[config.mk]
export PLATFORM = sky130hd
export DESIGN_NAME = crc8_framed_ook_bit_transmitter
export DESIGN_NICKNAME = d
export VERILOG_FILES = /design/src/rtl/c8ook_pkg.sv /design/src/rtl/c8ook_frame.sv /design/src/rtl/c8ook_obuf.sv /design/src/rtl/c8ook_core.sv /design/src/rtl/crc8_framed_ook_bit_transmitter.sv
export SDC_FILE = /design/constraint.sdc
export NUM_CORES = 1
export LEC_CHECK = 0
export BUFFER_PORTS_ARGS = -buffer_cell sky130_fd_sc_hd__buf_2
export CORE_UTILIZATION = 37
export CTS_CLUSTER_SIZE = 24
export DETAILED_ROUTE_END_ITERATION = 10
export GPL_ROUTABILITY_DRIVEN = 0
export PLACE_DENSITY = 0.64
export SYNTH_ARGS = -nofsm -noshare
export SYNTH_HDL_FRONTEND = slang
export SYNTH_HIERARCHICAL = 1
export SYNTH_SLANG_ARGS = --single-unit
[constraint.sdc]
create_clock -name clk -period 6.2 [get_ports clk]
set_input_delay 0.93 -clock clk [delete_from_list [all_inputs] [get_ports clk]]
set_output_delay 0.93 -clock clk [all_outputs]
set_load 0.05 [all_outputs]
[src/rtl/c8ook_pkg.sv]
`default_nettype none

package c8ook_pkg;

	localparam logic [7:0] HEADER_BYTE  = 8'hAA;
	localparam logic [7:0] CRC_POLY     = 8'h31;
	localparam logic [7:0] CRC_TOP_BIT  = 8'h80;
	localparam int         FRAME_BITS   = 48;
	localparam logic [5:0] LAST_BIT_IDX = 6'd47;

	localparam logic ACT_LOAD = 1'b0;
	localparam logic ACT_TICK = 1'b1;

	// packed so that line_level sits in bit 0
	typedef struct packed {
		logic rejected;
		logic frame_done;
		logic busy_res;
		logic line_level;
	} c8ook_res_t;

	// bit-serial CRC-8, MSB first, init 0, no final xor; elaboration use only
	function automatic logic [7:0] crc8_msg(input logic [39:0] msg);
		logic [7:0] crc;
		logic       fb;
		crc = 8'h00;
		for (int k = 39; k >= 0; k--) begin
			fb  = ((crc & CRC_TOP_BIT) != 8'h00) ^ msg[k];
			crc = {crc[6:0], 1'b0} ^ (fb ? CRC_POLY : 8'h00);
		end
		return crc;
	endfunction

endpackage

`default_nettype wire

[src/rtl/c8ook_frame.sv]
`default_nettype none

module c8ook_frame (
	input  wire logic [31:0] word,
	output logic      [47:0] frame
);

	// CRC is linear in the message: header term plus one column per payload bit
	localparam logic [7:0] HDR_CRC = c8ook_pkg::crc8_msg({c8ook_pkg::HEADER_BYTE, 32'h0});

	logic [7:0] col_term [32];
	logic [7:0] crc;

	genvar i;
	generate
		for (i = 0; i < 32; i++) begin : g_col
			localparam logic [7:0] COL = c8ook_pkg::crc8_msg({8'h00, 32'd1 << i});
			assign col_term[i] = word[i] ? COL : 8'h00;
		end
	endgenerate

	always_comb begin
		crc = HDR_CRC;
		for (int k = 0; k < 32; k++) begin
			crc = crc ^ col_term[k];
		end
	end

	assign frame = {c8ook_pkg::HEADER_BYTE, word, crc};

endmodule

`default_nettype wire

[src/rtl/c8ook_obuf.sv]
`default_nettype none

module c8ook_obuf (
	input  wire logic                   clk,
	input  wire logic                   arst_n,
	input  wire logic                   wr_en,
	input  wire c8ook_pkg::c8ook_res_t  wr_data,
	output logic                        space,
	output logic                        m_tvalid,
	input  wire logic                   m_tready,
	output logic [7:0]                  m_tdata
);

	c8ook_pkg::c8ook_res_t ent_q [2];
	logic       wr_ptr_q;
	logic       rd_ptr_q;
	logic [1:0] count_q;
	logic       rd_en;

	assign m_tvalid = (count_q != 2'd0);
	assign rd_en    = m_tvalid && m_tready;
	assign space    = (count_q != 2'd2) || m_tready;
	assign m_tdata  = {4'b0000, ent_q[rd_ptr_q]};

	always_ff @(posedge clk) begin
		if (wr_en) begin
			ent_q[wr_ptr_q] <= wr_data;
		end
	end

	always_ff @(posedge clk or negedge arst_n) begin
		if (!arst_n) begin
			wr_ptr_q <= 1'b0;
			rd_ptr_q <= 1'b0;
			count_q  <= 2'd0;
		end else begin
			if (wr_en) begin
				wr_ptr_q <= ~wr_ptr_q;
			end
			if (rd_en) begin
				rd_ptr_q <= ~rd_ptr_q;
			end
			case ({wr_en, rd_en})
				2'b10:   count_q <= count_q + 2'd1;
				2'b01:   count_q <= count_q - 2'd1;
				default: count_q <= count_q;
			endcase
		end
	end

`ifndef NO_ASSERTIONS
	a_count_range: assert property (@(posedge clk) disable iff (!arst_n)
		count_q != 2'd3)
		else $error("result buffer count out of range");

	a_no_overflow: assert property (@(posedge clk) disable iff (!arst_n)
		wr_en |-> (count_q != 2'd2) || m_tready)
		else $error("result written into a full buffer");
`endif

endmodule

`default_nettype wire

[src/rtl/c8ook_core.sv]
`default_nettype none

module c8ook_core #(
	parameter int PERIOD_WIDTH = 16
) (
	input  wire logic                   clk,
	input  wire logic                   arst_n,
	input  wire logic                   s_tvalid,
	output logic                        s_tready,
	input  wire logic [31:0]            s_tdata,
	input  wire logic                   s_action,
	input  wire logic                   cfg_wr_en,
	input  wire logic [15:0]            cfg_wr_data,
	input  wire logic                   space,
	output logic                        res_valid,
	output c8ook_pkg::c8ook_res_t       res
);

	localparam logic [PERIOD_WIDTH-1:0] PERIOD_RESET = PERIOD_WIDTH'(1000);

	logic                    valid_s1;
	logic                    action_s1;
	logic [31:0]             word_s1;
	logic                    adv;

	logic [PERIOD_WIDTH-1:0] period_q;
	logic [47:0]             frame_q;
	logic [5:0]              bit_idx_q;
	logic [PERIOD_WIDTH-1:0] tick_q;
	logic                    sending_q;

	logic [47:0]             frame_new;
	logic [47:0]             frame_d;
	logic [5:0]              bit_idx_d;
	logic [PERIOD_WIDTH-1:0] tick_d;
	logic                    sending_d;
	logic [PERIOD_WIDTH-1:0] tick_inc;
	logic                    bit_end;

	c8ook_frame u_frame (
		.word  (word_s1),
		.frame (frame_new)
	);

	assign adv       = valid_s1 && space;
	assign s_tready  = !valid_s1 || adv;
	assign res_valid = adv;

	always_ff @(posedge clk) begin
		if (s_tvalid && s_tready) begin
			word_s1   <= s_tdata;
			action_s1 <= s_action;
		end
	end

	always_ff @(posedge clk or negedge arst_n) begin
		if (!arst_n) begin
			valid_s1 <= 1'b0;
		end else if (s_tvalid && s_tready) begin
			valid_s1 <= 1'b1;
		end else if (adv) begin
			valid_s1 <= 1'b0;
		end
	end

	always_comb begin
		frame_d   = frame_q;
		bit_idx_d = bit_idx_q;
		tick_d    = tick_q;
		sending_d = sending_q;
		res       = '0;
		tick_inc  = tick_q + PERIOD_WIDTH'(1);
		bit_end   = (tick_inc >= period_q) || (tick_inc == '0);

		if (action_s1 == c8ook_pkg::ACT_LOAD) begin
			if (sending_q) begin
				res.rejected   = 1'b1;
				res.line_level = frame_q[47];
			end else begin
				frame_d        = frame_new;
				bit_idx_d      = 6'd0;
				tick_d         = '0;
				sending_d      = 1'b1;
				res.line_level = frame_new[47];
			end
		end else if (sending_q) begin
			res.line_level = frame_q[47];
			if (bit_end) begin
				tick_d  = '0;
				frame_d = {frame_q[46:0], 1'b0};
				if (bit_idx_q == c8ook_pkg::LAST_BIT_IDX) begin
					bit_idx_d      = 6'd0;
					sending_d      = 1'b0;
					res.frame_done = 1'b1;
				end else begin
					bit_idx_d = bit_idx_q + 6'd1;
				end
			end else begin
				tick_d = tick_inc;
			end
		end
		res.busy_res = sending_d;
	end

	always_ff @(posedge clk) begin
		if (adv) begin
			frame_q <= frame_d;
		end
	end

	always_ff @(posedge clk or negedge arst_n) begin
		if (!arst_n) begin
			period_q  <= PERIOD_RESET;
			bit_idx_q <= 6'd0;
			tick_q    <= '0;
			sending_q <= 1'b0;
		end else begin
			if (cfg_wr_en) begin
				period_q <= PERIOD_WIDTH'(cfg_wr_data);
			end
			if (adv) begin
				bit_idx_q <= bit_idx_d;
				tick_q    <= tick_d;
				sending_q <= sending_d;
			end
		end
	end

`ifndef NO_ASSERTIONS
	a_idx_range: assert property (@(posedge clk) disable iff (!arst_n)
		sending_q |-> bit_idx_q <= c8ook_pkg::LAST_BIT_IDX)
		else $error("bit index beyond frame");

	a_idle_clear: assert property (@(posedge clk) disable iff (!arst_n)
		!sending_q |-> (bit_idx_q == 6'd0) && (tick_q == '0))
		else $error("counters not cleared while idle");

	a_done_idle: assert property (@(posedge clk) disable iff (!arst_n)
		adv && res.frame_done |=> !sending_q)
		else $error("still sending after frame end");
`endif

endmodule

`default_nettype wire

[src/rtl/crc8_framed_ook_bit_transmitter.sv]
// channel  | signals                      | payload
// s_       | tvalid tready tdata tuser    | tdata payload_word[31:0], tuser action
// m_       | tvalid tready tdata          | tdata line_level, busy_res, frame_done, rejected
// cfg_     | wr_en wr_data                | bit_period_ticks[15:0]
//
// One transaction per cycle in each direction while m_tready stays high.
// Path: input register, CRC/bit update logic, two-entry result buffer.
// arst_n clears the control state; period returns to 1000 ticks.
// Output stall fills the buffer and then the input register, then input tready drops.
`default_nettype none

module crc8_framed_ook_bit_transmitter #(
	parameter int PERIOD_WIDTH = 16
) (
	input  wire logic        clk,
	input  wire logic        arst_n,
	input  wire logic        s_tvalid,
	output logic             s_tready,
	input  wire logic [31:0] s_tdata,   // payload_word
	input  wire logic [0:0]  s_tuser,   // action
	output logic             m_tvalid,
	input  wire logic        m_tready,
	output logic [7:0]       m_tdata,   // line_level, busy_res, frame_done, rejected, zero pad
	input  wire logic        cfg_wr_en,
	input  wire logic [15:0] cfg_wr_data
);

	c8ook_pkg::c8ook_res_t res;
	logic                  res_valid;
	logic                  space;

	c8ook_core #(
		.PERIOD_WIDTH (PERIOD_WIDTH)
	) u_core (
		.clk         (clk),
		.arst_n      (arst_n),
		.s_tvalid    (s_tvalid),
		.s_tready    (s_tready),
		.s_tdata     (s_tdata),
		.s_action    (s_tuser[0]),
		.cfg_wr_en   (cfg_wr_en),
		.cfg_wr_data (cfg_wr_data),
		.space       (space),
		.res_valid   (res_valid),
		.res         (res)
	);

	c8ook_obuf u_obuf (
		.clk      (clk),
		.arst_n   (arst_n),
		.wr_en    (res_valid),
		.wr_data  (res),
		.space    (space),
		.m_tvalid (m_tvalid),
		.m_tready (m_tready),
		.m_tdata  (m_tdata)
	);

endmodule

`default_nettype wire
Yosys cells after proc, flatten, opt, wreduce, memory -nomap -nowiden
Memory sizes are Yosys's and may differ from the RTL's.
Index checks and enable logic that the tools add are counted.

storage, ports and cells
  bits in registers = 125
  latch bits = 0
  bits in writable memories = 8
  bits in read-only memories = 0
  bits of input ports = 54
  output and inout port bits = 10
  logic and storage cells = 134
  memories = 1

cells by class
  add/sub/neg operators = 4
  $mul = 0
  div/mod/pow operators = 0
  $lt $le $gt $ge = 1
  equal/unequal tests = 7
  shift-type cells = 0
  mux-type cells = 63
  bitwise gates (word level) = 34
  reductions and logical operators = 13

memories
  name          depth  bits a word  rd ports  clocked after Yosys merged registers in  wr ports  line              text
  u_obuf.ent_q  2      4            1         0                                        1         c8ook_obuf.sv:14  c8ook_pkg::c8ook_res_t ent_q [2];

operators by type and width
  operator                                                         count
  48-bit 2-to-1 mux                                                4
  8-bit 2-to-1 mux                                                 15
  8-bit bitwise XOR                                                15
  6-bit 2-to-1 mux                                                 11
  16-bit 2-to-1 mux                                                4
  8-bit by 7-bit bitwise XOR with 8-bit output                     8
  7-bit 2-to-1 mux                                                 8
  8-bit by 6-bit bitwise XOR with 8-bit output                     5
  1-bit 2-to-1 mux                                                 17
  16-bit by 1-bit adder with 16-bit output, second input constant  1
  16-bit greater-or-equal comparator                               1
  16-bit logical NOT                                               1
  8-bit by 3-bit bitwise XOR with 8-bit output                     1
  8-bit by 4-bit bitwise XOR with 8-bit output                     1
  8-bit by 5-bit bitwise XOR with 8-bit output                     1
  6-bit by 1-bit adder with 6-bit output, second input constant    1
  6-bit equality test, second input constant                       1
  2-bit inequality test, second input constant                     3
  2-bit nonzero test                                               3
  5-bit 2-to-1 mux                                                 1
  4-bit 2-to-1 mux                                                 1
  4-bit inverter                                                   1
  2-bit case mux with 2 select lines                               1
  4-bit AND reduction                                              1
  11 further kinds                                                 16

Longest topological paths before layout
  depth after elaboration = 35
  depth in mapped cells = 15
  depth with buffers taken out = 14

Cells and area by module
Netlist, hierarchy kept.

modules (own cells, without submodules)
  module       times used  cells each  area each (um^2)  sequential area each (um^2)
  c8ook_core   1           447         5735.5            3440.8
  c8ook_frame  1           94          1066.0            0.0
  c8ook_obuf   1           35          518.0             340.3

Least setup slack after synthesis
No wires, ideal clock.

  path kind = flip-flop to flip-flop
  from = register u_core.tick_q[0]
  to = register u_core.bit_idx_q[0]
  library setup time = 0.125 ns
  data arrival time = 3.528 ns
  required time = 6.075 ns
  slack = 2.546 ns
  stages on the path, launching flop included = 13
  buffers on the path = 0
  period minus slack after synthesis = 3.654 ns
  cells stage by stage = dfrtp_1 -> ha_1 -> nand3_1 -> nor2_1 -> xor2_1 -> ha_1 -> a21o_1 -> a221oi_1 -> o211ai_1 -> a221oi_4 -> a21o_1 -> inv_2 -> mux2_4

between the ends
  longest elaborated chain between the ends = 5
  elaborated cells between the ends (all ways) = 6
  those cells by class = add/sub (1); order compare (1); eq/ne (1); reduce/logical (3)

RTL lines
  what                                                                      line               text
  start, declared                                                           c8ook_core.sv:29   logic [PERIOD_WIDTH-1:0] tick_q;
  start signal, assigned                                                    c8ook_core.sv:123  tick_q <= tick_d;
  16-bit by 1-bit adder with 16-bit output (*)                              c8ook_core.sv:72   tick_inc = tick_q + PERIOD_WIDTH'(1);
  16-bit greater-or-equal comparator or 16-bit logical NOT (tied branches)  c8ook_core.sv:73   bit_end = (tick_inc >= period_q) || (tick_inc == '0);
  1-bit logical OR (*)                                                      c8ook_core.sv:73
  2-bit inequality test (no line) (*)                                       n/a
  4-bit AND reduction (no line) (*)                                         n/a
  end signal, assigned                                                      c8ook_core.sv:122  bit_idx_q <= bit_idx_d;
  end, declared                                                             c8ook_core.sv:28   logic [5:0] bit_idx_q;

Every way passes the cells marked *; elsewhere a longest branch is shown, timed or not.
A chain may end at the register's enable or synchronous reset.

Worst setup path after layout
  from = register u_core.tick_q[0]
  to = register u_core.bit_idx_q[1]

Same word-level chain as after synthesis.

==> impl_metrics.yaml <==
clocking:
  cts_resized: 0
  cts_hold_buf: 0
  cts_tree: "done"
  root_buffer: "clkbuf_16"
  clk-insertion-delay-late_ns: 0.42
  cts-htree-levels: 4
  cts_made_buffers: 17
  clk_pin_slew_worst_paths_ns: 0.06
  cts_setup_buffers: 0
  cts_buffer_depth: 2
  numClockSinks: 133
floorplan:
  ios: 64
  die_h_um: 143
  core_area_um2: 19400
  initial_core_util: 0.377
  rows: 51
  fp.dieW_um: 143
  die_area_um2: 20300
min_path:
  hold_path_depth: 1
  min_from: "u_obuf/wr_ptr_q"
  hp-class: "flip-flop to flip-flop"
layout:
  final.fill_count: 1797
  seqCellArea_um2: 3780
  antenna_cells: 0
  multiInputGateArea_um2: 3010
  drive_above_1_share: 0.278
  nets: 674
  syn_to_final_growth_pct: 10.8
  final_core_util: 0.418
synth:
  ys_ff_latch: 133
  yosysMostFrequentCell: "edfxtp_1"
  synth_edf_count: 89
  syn-cell-area_um2: 7320
  ys_top_cells_by_area: "edfxtp_1, dfrtp_1, mux2_2, xnor3_1, buf_4"
  synth_ff_type: "edfxtp_1"
  yosysSeqAreaShare: 0.517
  syn_area_per_cell_um2: 12.7
  yosysWarnings: 6
  syn_inst: 576
  synth_cell_types: 67
  synthTopCellsByCount: "edfxtp_1, mux2_2, nand2_1, buf_4, dfrtp_1"
  synthArstFlopShare: 0.331
  synth_top_cell_area_share: 0.365
  synth_top_area_cell: "edfxtp_1"
routing:
  drt_pass1_iterations: 4
  ant_nets: 0
  vias: 4212
  route.detailed.drc: 0
  wire_per_inst_um: 14.5
  wirelength_mm: 12.7
  drt_iter0_drc: 282
  vias_per_cell: 4.80
flow_run:
  max_cap_viol_count: 0
global_routing:
  overflow: 0
  grt_max_degree: 74
  antenna_found_initial: 0
  grt_pass1_vias: 4094
  track_usage: 0.135
  grt_pass1_wl_mm: 21.1
worst_setup_path:
  rr_startpoint: "u_core/tick_q[0]"
  path_cells: "ha_1, nand3_1, nor2_1, xor2_1, ha_1, a21o_1, a221oi_1, o211ai_1, a221oi_4, a21o_1, inv_2, mux2_4"
  ff2ff_path_depth: 12
  required_ns: 6.50
  crit_path_end_kind: "flip-flop"
  cp_slowest_stage_delay_ns: 0.54
  startpoint: "u_core/tick_q[0]"
  slowest_stage: "a221oi_4"
  crit_type: "flip-flop to flip-flop"
  crit_arrival_ns: 4.74
  path_max_fanout: 50
  startpoint_type: "flip-flop"
status:
  status: "complete, no violations"
placement:
  place_ws_ns: 1.81
  port_buffers: 59
  dp_hpwl_mm: 8.91
timing:
  relSlewSlack: 0.292
  rsz0062_at_grt: "false"
  final.setup.tns_ns: 0
  fmax_ghz: 0.225
  tightest_slew_ns: 1.06
  setup-violations-final: 0
  min_period_ns: 4.44
  fin_worst_skew_ns: 0.0111
  maxSlewViolCount: 0
  hold-worst-slack_ns: 0.492
  fin_crit_sh: 0.716
  timing.final.hold_violations: 0
  setup_slack_ns: 1.76
pwr:
  p_leak_nw: 3.34
  p_per_area_nw_per_um2: 343
  ir_drop_v: 0.000200
## flip-flops by register name (all words and copies together), names as in the netlist
| signal | cells |
|---|---|
| u_obuf/ent_q | 8 |
| u_core/word_s1 | 32 |
| u_core/tick_q | 16 |
| u_obuf/wr_ptr_q | 1 |
| u_core/valid_s1 | 1 |
| u_core/sending_q | 1 |
| u_obuf/count_q | 2 |
| u_core/bit_idx_q | 6 |
| u_core/period_q | 16 |
| u_core/action_s1 | 1 |
| u_obuf/rd_ptr_q | 1 |
| u_core/frame_q | 48 |
## cell families (layout without fill, tap and decap cells)
group / after synthesis / in the layout / synth area share
xor+xnor: 71 / 71 / 0.126
compound gates: 65 / 65 / 0.0588
fa+ha+maj: 21 / 21 / 0.0359
other cells: 3 / 12 / 0.00154
mux: 54 / 54 / 0.0839
simple gates: 139 / 139 / 0.100
flops: 133 / 133 / 0.517
buf+inv: 90 / 117 / 0.0766
## worst max-delay path, delay by kind of cell (launching register included)
kind	cells	cell delay [ns]
AOI/OAI and AO/OA	5	1.53
xor gates and xnor gates	1	0.23
adders and majority gates	2	0.65
buffers and inverters	1	0.41
muxes	1	0.45
DFF	1	0.51
and+or+nand+nor	2	0.54
## metrics by stage
stage	cell area [um^2]	cells	power, W
6_report	8110	877	0.00278
5_1_grt	8110	877	0.00292
4_1_cts	8110	877	0.00281
3_5_place_dp	7520	845	0.00181
3_3_place_gp	7520	845	0.00179
2_1_floorplan	7350	585	0.00170
## final timing paths
kind                                        to  slack (ns)
setup / recovery           u_core/bit_idx_q[1]        1.76
setup reg to reg           u_core/bit_idx_q[1]        1.76
hold reg to reg                u_obuf/wr_ptr_q        0.49
min in group asynchronous   u_core/period_q[0]        0.68
max in group asynchronous    u_core/tick_q[14]        4.89
hold / removal                 u_obuf/wr_ptr_q        0.49
## metal layers
layer	wire length, um	global-route usage	part of all wire
met1	6050	0.179	0.48
met2	6010	0.208	0.47
met3	442	0.0335	0.035
met4	220	0.0611	0.017
met5	0	0	0
## final cells by class
| class | instances | area share |
|---|---|---|
| well taps | 265 | 0.0409 |
| multi-input cells | 362 | 0.371 |
| clock inverters | 15 | 0.0196 |
| repair buffers | 61 | 0.0383 |
| clock buffers | 17 | 0.0525 |
| flip-flops and latches | 133 | 0.466 |
| inverters | 24 | 0.0111 |
## cell usage in the layout, fill, tap and decap left out, drive strengths merged, types with 2 or more instances in the layout
cell,Yosys,layout
nand2,51,51
nor2,19,19
nor3b,2,2
and3,6,6
and4,2,2
o211ai,2,2
dfrtp,38,38
xnor3,16,16
and2,6,6
conb,3,12
a21oi,3,3
xor3,5,5
clkinv,0,4
a211oi,6,6
a41oi,2,2
a21o,4,4
nand2b,3,3
xnor2,28,28
ha,21,21
or3,6,6
nor3,3,3
nand4,10,10
nor4,3,3
dfstp,6,6
a211o,3,3
inv,24,34
o21ai,36,36
mux2,53,53
nand3,20,20
xor2,22,22
buf,48,61
nor2b,3,3
a221oi,2,2
edfxtp,89,89
clkbuf,18,17
## report_power, final
part / internal (W) / leakage, nW / switching (W)
clock network: 0.000571 / 0.292 / 0.000421
registers: 0.00106 / 1.36 / 0.0000781
logic: 0.000350 / 1.69 / 0.000303
Note: power is estimated with default switching activity, not from simulation.
